===== config.mk =====
export PLATFORM = sky130hd
export DESIGN_NAME = nmif_ram
export DESIGN_NICKNAME = d
export VERILOG_FILES = /design/src/rtl/core/nearest_match_index_finder_defines.svh /design/src/rtl/core/nmif_ram.sv
export SDC_FILE = /design/constraint.sdc
export NUM_CORES = 1
export LEC_CHECK = 0
export BUFFER_PORTS_ARGS = -buffer_cell sky130_fd_sc_hd__buf_2
export CORE_UTILIZATION = 55
export DETAILED_ROUTE_END_ITERATION = 10
export PLACE_DENSITY = 0.73
export SYNTH_ARGS = -nofsm -noshare
export SYNTH_HDL_FRONTEND = slang
export SYNTH_SLANG_ARGS = --single-unit

===== constraint.sdc =====
create_clock -name clock -period 2.9 [get_ports clock]
set_clock_uncertainty 0.2 [all_clocks]
set_input_delay 0.58 -clock clock [delete_from_list [all_inputs] [get_ports clock]]
set_output_delay 0.58 -clock clock [all_outputs]
set_load 0.01 [all_outputs]

===== src/rtl/core/nearest_match_index_finder_defines.svh =====
// assertion macros shared by the nearest match index finder rtl
`ifndef NEAREST_MATCH_INDEX_FINDER_DEFINES_SVH
`define NEAREST_MATCH_INDEX_FINDER_DEFINES_SVH

// same-cycle implication, checked outside reset
`define NMIF_ASSERT(label, clk, rst, ante, cons, msg) \
   label: assert property (@(posedge clk) disable iff (rst) (ante) |-> (cons)) else $error(msg);

// next-cycle implication, checked outside reset
`define NMIF_ASSERT_NEXT(label, clk, rst, ante, cons, msg) \
   label: assert property (@(posedge clk) disable iff (rst) (ante) |=> (cons)) else $error(msg);

`endif


===== src/rtl/core/nmif_ram.sv =====
// generic ram with one write port and one registered read port
`default_nettype none
module nmif_ram #(
   parameter int WIDTH = 8,
   parameter int DEPTH = 16
) (
   input  wire logic                     clock,
   input  wire logic                     wr_en,
   input  wire logic [$clog2(DEPTH)-1:0] wr_addr,
   input  wire logic [WIDTH-1:0]         wr_data,
   input  wire logic                     rd_en,
   input  wire logic [$clog2(DEPTH)-1:0] rd_addr,
   output logic      [WIDTH-1:0]         rd_data
);
   logic [WIDTH-1:0] mem_ff [DEPTH];
   logic [WIDTH-1:0] rd_data_ff;

   always_ff @(posedge clock) begin
      if (wr_en) begin
         mem_ff[wr_addr] <= wr_data;
      end
      if (rd_en) begin
         rd_data_ff <= mem_ff[rd_addr];
      end
   end

   assign rd_data = rd_data_ff;
endmodule
`default_nettype wire


==> results_dict.tcl <==
set metrics [dict create \
    status "finished clean" \
    die_w_microns 99.49 \
    yosys.cell_types.count 18 \
    antenna_found_initial 0 \
    hp-start "wr_data[2]" \
    worstPathMaxFanout 32 \
    insertion_delay_ps 510 \
    cp-start-kind "primary input" \
    synthSimpleGateAreaFrac 0.03135 \
    relSlewSlack 0.4409 \
    yosysSeqAreaShare 0.7812 \
    grt_pass1_vias 2663 \
    fin_crit_sh 0.6843 \
    tritoncts "yes" \
    vias 2506 \
    rsz0062_at_grt "false" \
    cap_violations 0 \
    yosysMostFrequentCell "edfxtp_1" \
    clockBufferDepth 2 \
    rr_startpoint "mem_ff[1][0]$_DFFE_PP_" \
    synth_mux_area_frac 0.1479 \
    worst_pin_slew_ps 835.5 \
    end_kind "register" \
    cts_resized 0 \
    dieArea_sq_mm 0.009898 \
    slew_viol_final 0 \
    synth_cells 229 \
    clk_pin_slew_ps 60 \
    crit_start "rd_addr[0]" \
    h-tree-depth 4 \
    worstPathArrival_ps 2040 \
    syn_avg_cell_area_sq_um 22.83 \
    routedWlPerCell_microns 24.39 \
    wl_microns 10320 \
    io_buffers 26 \
    criticalPathCategory "primary input to register" \
    power_leakage_nw 2.099 \
    synthAdderAreaFrac 0 \
    cts_made_buffers 17 \
    fin_util 0.6701 \
    synth_area_sq_mm 0.005228 \
    fmax_ghz 0.5039 \
    drive_gt1_frac 0.3197 \
    synth_compound_area_frac 0.02298 \
    grt_pass1_wl_microns 15600 \
    syn-num-nets 248 \
    hold_class "primary input to register" \
    grt-ovfl-total 0 \
    synth_common_cells "edfxtp_1 (136), mux4_2 (18), a22oi_1 (16)" \
    start_util 0.5657 \
    ys_warn_count 0 \
    worstPathRequired_ps 2950 \
    antenna_cells 0 \
    post_cts.repair.setup_buffers 0 \
    irDropWorstVdd_mv 0.3896 \
    syn_to_final_growth_pct 18.45 \
    grt_max_degree 33 \
    ios 27 \
    fin_nets 300 \
    hpwl_microns 6063 \
    yosys_register_bits 136 \
    synth.area.top_cells "edfxtp_1 (78%), mux4_2 (7.8%), mux4_1 (7.0%)" \
    fin_crit_ps 1984 \
    finalSetupViolations 0 \
    yosysTopAreaCell "edfxtp_1" \
    synth.top_cell.area_share 0.7812 \
    first_iter_violations 226 \
    viasPerCell 5.924 \
    die_h_microns 99.49 \
    synth_top_flop_cell "edfxtp_1" \
    gp_congestion 0.7776 \
    async_reset_ff_frac 0 \
    hold_viol_final 0 \
    holdBufCountCts 0 \
    fin_setup_tns_ps 0 \
    row_count 35 \
    coreArea_sq_mm 0.009240 \
    synth_edf_count 136 \
    post-route-drc-count 0 \
    grtUsageTotal 0.2348 \
    dr.pass1.iters 4 \
    r2r_slack_ps 1040 \
    clockRootBuffer "clkbuf_8" \
    final_area_sq_mm 0.006192 \
    synth_top_family_by_area "multiplexers" \
    powerDensity_mw_per_mm2 744.5 \
    cts_num_sinks 136 \
    synthXorXnorAreaFrac 0 \
    fill_cells 576 \
    ant_nets 0 \
    placed_area_sq_mm 0.005585 \
]
## registers in the layout, indices dropped and copies added, names as in the netlist
signal and flops:
mem_ff 128, rd_data 8
## stage by stage
step / power (W) / std cells / hold WS (ps) / setup WS (ps)
6_report: 0.004610 / 423 / 254.0 / 915.6
5_1_grt: 0.004724 / 423 / 235.4 / 858.7
4_1_cts: 0.004630 / 423 / 236.5 / 919.3
3_5_place_dp: 0.002474 / 391 / 535.0 / 452.4
3_3_place_gp: 0.002467 / 391 / 529.5 / 502.8
2_1_floorplan: 0.002381 / 229 / 478.9 / 627.1
## layer usage
metal  track usage  part of all wire
met1        0.3000              0.39
met3       0.07590             0.089
met4        0.1324             0.032
met5             0                 0
met2        0.3606              0.49
## path summary, 6_finish.rpt
kind | cells after the start | endpoint
hold / removal | 1 | mem_ff[5][2]$_DFFE_PP_
setup reg to reg | 3 | rd_data[0]$_DFFE_PP_
hold reg to reg | 3 | rd_data[5]$_DFFE_PP_
setup / recovery | 5 | rd_data[0]$_DFFE_PP_
## final cells by class
type | count | area [sq um] | area share
well taps | 129 | 161.4 | 0.02607
repair buffers | 43 | 282.8 | 0.04567
clock inverters | 15 | 192.7 | 0.03112
multi-input cells | 83 | 1057 | 0.1707
clock buffers | 17 | 414.1 | 0.06688
flip-flops and latches | 136 | 4084 | 0.6595
## kinds of logic (layout without fill, tap and decap cells)
family,after synthesis,after routing
AOI/OAI and AO/OA,16,16
buffers and inverters,10,75
DFF,136,136
muxes,32,32
and+or+nand+nor,35,35
## placed cells by master, fill, tap and decap left out, drive strengths merged
master and instances:
a22oi 16, and2 1, and2b 1, buf 43, bufinv 3, clkbuf 17, clkinv 5, clkinvlp 2
edfxtp 136, inv 5, mux4 32, nand2 9, nand2b 2, nand3 1, nand3b 2, nor2 13
nor2b 1, nor3 4, or3b 1
## power breakdown
part	internal, W	switching (W)
clock network	0.00133	0.000848
logic	0.0000854	0.000121
registers	0.00221	0.0000128
## critical path, cell delays in order
cell,delay (ps)
buf_2,100
buf_12,240
mux4_1,650
a22oi_1,340
nand2_1,100
(Power assumes the default switching activity.)
