## config.mk

```make
export PLATFORM = sky130hd
export DESIGN_NAME = nmif_mod
export DESIGN_NICKNAME = d
export VERILOG_FILES = /design/src/rtl/core/nmif_pkg.sv /design/src/rtl/core/nmif_mod.sv
export VERILOG_INCLUDE_DIRS = /design/src /design/src/rtl/core
export SDC_FILE = /design/constraint.sdc
export NUM_CORES = 1
export LEC_CHECK = 0
export BUFFER_PORTS_ARGS = -buffer_cell sky130_fd_sc_hd__buf_2
export CAP_MARGIN = 20
export CORE_AREA = 2 2 74 76
export CTS_CLUSTER_SIZE = 12
export DETAILED_ROUTE_END_ITERATION = 7
export DIE_AREA = 0 0 76 78
export PLACE_DENSITY = 0.72
export SYNTH_ARGS = -nofsm -noshare
export SYNTH_HDL_FRONTEND = slang
export SYNTH_SLANG_ARGS = --single-unit
```

## constraint.sdc

```tcl
create_clock -name clock -period 2.9 [get_ports clock]
set_input_delay 0.87 -clock clock [delete_from_list [all_inputs] [get_ports clock]]
set_output_delay 0.87 -clock clock [all_outputs]
set_load 0.005 [all_outputs]
```

## src/rtl/core/nearest_match_index_finder_defines.svh

```systemverilog
// assertion macros shared by the nearest match index finder rtl
`ifndef NEAREST_MATCH_INDEX_FINDER_DEFINES_SVH
`define NEAREST_MATCH_INDEX_FINDER_DEFINES_SVH

// same-cycle implication, checked outside reset
`define NMIF_ASSERT(label, clk, rst, ante, cons, msg) \
   label: assert property (@(posedge clk) disable iff (rst) (ante) |-> (cons)) else $error(msg);

// next-cycle implication, checked outside reset
`define NMIF_ASSERT_NEXT(label, clk, rst, ante, cons, msg) \
   label: assert property (@(posedge clk) disable iff (rst) (ante) |=> (cons)) else $error(msg);

`endif

```

## src/rtl/core/nmif_pkg.sv

```systemverilog
// shared constants and types for the nearest match index finder
`default_nettype none
package nmif_pkg;
   localparam int TABLE_DEPTH = 1024;
   localparam int LINE_BITS   = 20;
   localparam int OFFSET_BITS = 16;
   localparam int STEP_BITS   = 16;

   localparam int KEY_W  = LINE_BITS + OFFSET_BITS;
   localparam int IDX_W  = $clog2(TABLE_DEPTH);
   localparam int CNT_W  = IDX_W + 1;
   localparam int DIVD_W = ((IDX_W > STEP_BITS) ? IDX_W : STEP_BITS) + 1;
   localparam int BIT_W  = $clog2(DIVD_W);

   localparam logic [1:0] OP_CLEAR  = 2'd0;
   localparam logic [1:0] OP_APPEND = 2'd1;
   localparam logic [1:0] OP_QUERY  = 2'd2;

   typedef struct packed {
      logic busy;
      logic done;
   } mod_stat_type;
endpackage
`default_nettype wire

```

## src/rtl/core/nmif_mod.sv

```systemverilog
// bit-serial restoring remainder unit, one dividend bit per cycle
`default_nettype none
`include "nearest_match_index_finder_defines.svh"
module nmif_mod
   import nmif_pkg::*;
(
   input  wire logic              clock,
   input  wire logic              reset,
   input  wire logic              start,
   input  wire logic [DIVD_W-1:0] dividend,
   input  wire logic [CNT_W-1:0]  divisor,
   output mod_stat_type           stat,
   output logic      [CNT_W-1:0]  remainder
);
   logic              busy_ff, busy_in;
   logic              done_ff, done_in;
   logic [CNT_W-1:0]  rem_ff, rem_in;
   logic [DIVD_W-1:0] dvd_ff, dvd_in;
   logic [BIT_W-1:0]  bit_ff, bit_in;
   logic [CNT_W:0]    trial;
   logic [CNT_W:0]    diff;

   always_comb begin
      trial   = {rem_ff, dvd_ff[DIVD_W-1]};
      diff    = trial - {1'b0, divisor};
      busy_in = busy_ff;
      done_in = 1'b0;
      rem_in  = rem_ff;
      dvd_in  = dvd_ff;
      bit_in  = bit_ff;
      if (start) begin
         busy_in = 1'b1;
         rem_in  = '0;
         dvd_in  = dividend;
         bit_in  = BIT_W'(DIVD_W - 1);
      end else if (busy_ff) begin
         // keep the trial difference when the divisor fits
         rem_in = (trial >= {1'b0, divisor}) ? diff[CNT_W-1:0] : trial[CNT_W-1:0];
         dvd_in = {dvd_ff[DIVD_W-2:0], 1'b0};
         bit_in = bit_ff - 1'b1;
         if (bit_ff == '0) begin
            busy_in = 1'b0;
            done_in = 1'b1;
         end
      end
   end

   always_ff @(posedge clock) begin
      if (reset) begin
         busy_ff <= 1'b0;
         done_ff <= 1'b0;
      end else begin
         busy_ff <= busy_in;
         done_ff <= done_in;
      end
      rem_ff <= rem_in;
      dvd_ff <= dvd_in;
      bit_ff <= bit_in;
   end

   assign stat.busy = busy_ff;
   assign stat.done = done_ff;
   assign remainder = rem_ff;

   `NMIF_ASSERT_NEXT(a_start_busy, clock, reset, start, busy_ff, "start did not raise busy")
   `NMIF_ASSERT(a_done_idle, clock, reset, done_ff, !busy_ff, "done while still busy")
endmodule
`default_nettype wire

```

==> results of run 1 <==
stage by stage:
step | setup WS [ps] | TNS [ps] | power (mW)
2_1_floorplan | 215 | 0 | 0.926
3_3_place_gp | 12.2 | 0 | 1.03
3_5_place_dp | -97.3 | -356 | 1.04
4_1_cts | 222 | 0 | 1.37
5_1_grt | 5.00 | 0 | 1.45
6_report | 233 | 0 | 1.36
layer usage:
metal  routed length (um)  global-route usage
met1                 2320               0.222
met2                 2280               0.281
met3                  210              0.0442
met4                   62              0.0564
met5                    0                   0
state kept, by name (all words and copies together), names as in the netlist:
register,flops
done_ff,1
busy_ff,1
remainder,11
bit_ff,5
dvd_ff,17
final cells by class:
class	instances	area, um2
repair buffers	50	268
clock inverters	2	8.76
clock buffers	6	72.6
inverters	21	78.8
well taps	70	87.6
flip-flops and latches	35	871
fillers	488	2410
multi-input cells	173	1240
layout by cell type, fill, tap and decap left out, types with 6 or more instances in the layout:
master and n:
nor3b_1 6, nand2_1 11, edfxtp_1 17, mux2_2 17, nand3_1 11, a21oi_1 11
inv_1 21, nand2b_1 6, buf_2 43, ha_1 13, o21ai_0 12, nor2_1 26
buf_4 7, dfxtp_1 18
final timing paths:
| kind | startpoint | slack (ps) | cells past startpoint | endpoint |
|---|---|---|---|---|
| worst max-delay path | divisor[0] | 230 | 9 | remainder[8] |
| worst min-delay path | remainder[8] | 520 | 2 | remainder[8] |
| worst max register to register | dvd_ff[16] | 520 | 9 | remainder[8] |
| worst min register to register | remainder[8] | 520 | 2 | remainder[8] |
logic make-up (layout without fill, tap and decap cells):
family	count (synthesis)	count (layout)	synth area share
AND/OR/NAND/NOR	79	79	0.179
AO/OA/AOI/OAI	57	57	0.182
flip-flops	35	35	0.384
buffers and inverters	33	79	0.0668
multiplexers	17	17	0.0844
adder cells (fa/ha/maj)	14	14	0.0806
XOR/XNOR	6	6	0.0232
power groups by stage:
stage | clock network (mW) | registers [mW] | logic (mW)
after floorplan | 0 | 0.620 | 0.306
after global placement | 0 | 0.626 | 0.403
after detailed placement | 0 | 0.628 | 0.412
after CTS | 0.335 | 0.618 | 0.416
after global routing | 0.360 | 0.624 | 0.469
final | 0.331 | 0.617 | 0.416
worst min-delay path, cell delays in order, from the launching register on:
cell	delay [ps]
dfxtp_1	350
nand2_1	70
o31ai_1	50
==> flow_summary_export.csv, run 1 <==
group,metric,value,unit
run_status,status,"finished clean",
synth,synth_area_leaders,"edfxtp_1 23%, dfxtp_1 16%, mux2_2 8.4%",
timing,relSlewSlack,0.575,
synth,synth_top_area_frac,0.225,
setup_path,cp-start-kind,"primary input",
timing,whs,515,ps
clock_network,clock_path_buffers,2,
clock_network,postCtsSetupBuffers,0,
timing,timing_worst_slew_pin_value,637,ps
layout,area_delta_synth_final,16.1,%
drt,ant_nets,0,
drt,via_per_inst,5.25,
floorplanning,die-area,5930,um2
timing,hold_viol_final,0,
setup_path,cp_slowest_cell,"fa_1",
grt,grt_pass1_wl,8210,um
setup_path,critPathMaxStageDelay,390,ps
layout,drive_above_1_share,0.275,
synth,synth_fp_nets,286,
floorplanning,initial_utilization,0.450,
synth,synth_seq_cells,35,
clock_network,insertion_delay,290,ps
drt,wire_per_inst,13.6,um
floorplanning,num_rows,26,
power,leakage,1.16,nW
timing,fin_crit_sh,0.920,
grt,grt.overflow.total,0,
setup_path,end_kind,"flip-flop",
power,peakVddDrop,0.330,mV
place,hpwl,3650,um
synth,yosys-top-cells-count,"26 x nor2_1, 21 x inv_1, 18 x dfxtp_1",
setup_path,path_cells,"buf_2 > ha_1 > fa_1 > nand2b_1 > a21oi_1 > o2111a_1 > buf_4 > nor3_1 > o31ai_1",
clock_network,htree_levels,2,
setup_path,crit_type,"primary input to flip-flop",
setup_path,path_buf_inv,2,
power,intPower,0.935,mW
floorplanning,io_pins,44,
drt,dr.first_iter.drc_count,139,
synth,syn-mean-instance-area,9.41,um2
power,p_clk_frac,0.242,
synth,synth_cell_types,50,
clock_network,clock-sinks,35,
layout,finalNonFillerCells,357,
place,dpl_cell_area,2550,um2
clock_network,ctsResizeCount,0,
timing,skew,5.33,ps
hold_path,holdCritPathClass,"flip-flop to flip-flop",
grt,antenna_found_initial,0,
place,portBuffers,43,
power,seqPwrFrac,0.452,
timing,max_freq,375,MHz
synth,synth_ff_type,"dfxtp_1",
grt,grt_use_total,0.172,
synth,ys_warn_count,0,
timing,setup_viol,0,
timing,rsz0062_at_grt,"false",
drt,dr_total_vias,1875,
clock_network,clk_pin_slew,70,ps
synth,seq_area_frac_synth,0.384,
timing,min_period,2670,ps
clock_network,hold_buffers,0,
clock_network,cts_buffers,5,
synth,yosysTopAreaCell,"edfxtp_1",
flow_run,maxCapViolCount,0,
place,place_congestion,0.794,
synth,synth_cells,241,
synth,syn_area,2270,um2
drt,wl,4870,um
layout,nets,331,
clock_network,cts-root-buf,"clkbuf_8",
setup_path,path_delay_family,"compound AO/OA/AOI/OAI gates",
place,placedCellCount,349,
floorplanning,die_w,76,um
floorplanning,coreArea,5040,um2
setup_path,cp_data_arrival_time,2870,ps
layout,diodes,0,
power,power_density,518,nW/um2
synth,synth_most_common_cell,"nor2_1",
floorplanning,die_y,78,um
synth,synthArstFlopShare,0,
grt,grt_max_degree,37,
drt,drt_first_pass_iters,4,
setup_path,cp.required,3100,ps
clock_network,cts_tree,"done",
synth,synth-edff-count,17,
layout,fin_util,0.522,
grt,grt_pass1_vias,1824,
power,combPwrFrac,0.305,
power,p_sw,0.429,mW
layout,fin_area,2630,um2
drt,drc,0,
power,p_sw_frac,0.314,
timing,slew_violations,0,
setup_path,critPathMaxFanout,6,
No activity file was read; power rests on OpenSTA's default activity.
==> run 2, diff against run 1 <==
Settings changed: CORE_AREA 2 2 74 76 to 2 2 68 70, DIE_AREA 0 0 76 78 to 0 0 70 72, PLACE_DENSITY 0.72 to 0.83.
==> run 2 against run 1 <==
Against the previous run: register-to-register slack hardly changed; power about the same; final cell count shrank 5.0%; flip-flop and latch count stayed put; design area fell by 0.90%; largest cell class unchanged.
==> flow_summary_export.csv, run 2 (synthesis gave the netlist of run 1 again) <==
group,metric,value,unit
run_status,status,"finished clean",
layout,fillers,377,
setup_path,cp-startpoint,"divisor[0]",
timing,rsz0062_at_grt,"false",
drt,ant_nets,0,
setup_path,cp_data_arrival_time,2840,ps
timing,relSlewSlack,0.559,
setup_path,rr_startpoint,"dvd_ff[16]",
floorplanning,coreArea,4260,um2
floorplanning,die_w,70,um
clock_network,cts-root-buf,"clkbuf_8",
clock_network,clock-sinks,35,
power,power_density,523,nW/um2
clock_network,clock_path_buffers,2,
timing,timing_worst_slew_pin_value,661,ps
place,place_congestion,0.853,
grt,grt_pass1_vias,1824,
drt,drt_first_pass_iters,4,
clock_network,htree_levels,2,
clock_network,cts_tree,"done",
flow_run,maxCapViolCount,0,
layout,register_area,871,um2
layout,drive_above_1_share,0.272,
layout,diodes,0,
clock_network,insertion_delay,290,ps
clock_network,cts_buffers,5,
layout,area_delta_synth_final,15.0,%
drt,dr.first_iter.drc_count,125,
layout,fin_util,0.612,
layout,largest_register,"dvd_ff",
drt,wl,4950,um
layout,final_common_cell,"buf_2",
setup_path,critPathMaxFanout,7,
hold_path,holdCritPathClass,"flip-flop to flip-flop",
timing,fin_crit_sh,0.920,
layout,nets,331,
floorplanning,die_y,72,um
clock_network,postCtsSetupBuffers,0,
grt,grt_pass1_wl,7970,um
place,portBuffers,43,
layout,multi_input_area,1240,um2
timing,min_period,2670,ps
clock_network,hold_buffers,0,
layout,final_cell_mix,"43 x buf_2, 26 x nor2_1, 21 x inv_1",
grt,grt_max_degree,37,
timing,max_freq,375,MHz
drt,dr_total_vias,1950,
setup_path,end_kind,"flip-flop",
drt,via_per_inst,5.75,
place,hpwl,3750,um
drt,drc,0,
grt,antenna_found_initial,0,
floorplanning,initial_utilization,0.532,
floorplanning,io_pins,44,
setup_path,crit_type,"primary input to flip-flop",
timing,slew_violations,0,
setup_path,cp-start-kind,"primary input",
layout,largest_reg_flops,17,
drt,wire_per_inst,14.6,um
hold_path,worstHoldStart,"bit_ff[4]",
setup_path,r2r_cells,9,
grt,grt.overflow.total,0,
power,leakage,1.16,nW
timing,fin_setup_tns,0,ps
floorplanning,num_rows,24,
clock_network,ctsResizeCount,0,
power,peakVddDrop,0.378,mV
clock_network,clk_pin_slew,70,ps
grt,grt_use_total,0.200,
floorplanning,die-area,5040,um2
timing,setup_viol,0,
timing,hold_viol_final,0,
hold_path,hold_depth,2,
setup_path,cp.required,3080,ps
timing,skew,5.36,ps
-- run 2: changes by cell type in the layout (fill, tap and decap cells not counted) --
cell,delta
clkinv_1,+1
clkinv_2,-1
-- run 2: where the power goes --
group          switching (mW)  leakage (nW)  internal [mW]  total, mW
Clock                   0.165        0.0403          0.163      0.328
Combinational           0.228         0.802          0.189      0.417
Sequential             0.0372         0.320          0.582      0.619
Total                   0.430          1.16          0.934       1.36
-- run 2: layout make-up --
type                            instances  share of cell area
Clock buffer                            6              0.0278
Multi-Input combinational cell        173               0.477
Clock inverter                          2             0.00288
Timing Repair Buffer                   50               0.103
Tap cell                               52              0.0250
Inverter                               21              0.0302
Sequential cell                        35               0.334
-- run 2: per-layer routing --
metal | vias to the layer above | global-route usage | share of wire | wire (um)
li1 | 964 | - | - | -
met1 | 927 | 0.242 | 0.43 | 2150
met2 | 55 | 0.344 | 0.50 | 2490
met3 | 4 | 0.0597 | 0.056 | 276
met4 | 0 | 0.0662 | 0.0085 | 42
met5 | - | 0 | 0 | 0
-- run 2: stage by stage --
stage / worst slack [ps] / power (mW) / hold slack, ps / cell area (um2) / instances
floorplan: 215 / 0.926 / 465 / 2270 / 241
global placement: 59.5 / 1.02 / 477 / 2530 / 331
detailed placement: -50.2 / 1.04 / 501 / 2530 / 331
CTS: 270 / 1.37 / 520 / 2610 / 339
global route: 105 / 1.45 / 532 / 2610 / 339
finish: 232 / 1.36 / 520 / 2610 / 339
-- run 2: worst max-delay path, stage by stage --
cell and delay, ps:
buf_2 100, ha_1 210, fa_1 400, nand2b_1 180, a21oi_1 290, o2111a_1 380, buf_4 170, o211a_1 170
o31ai_1 70
-- run 2: worst paths after layout --
path	slack [ps]	endpoint
min	520	bit_ff[4]
min reg2reg	520	bit_ff[4]
max reg2reg	530	remainder[8]
max	230	remainder[8]
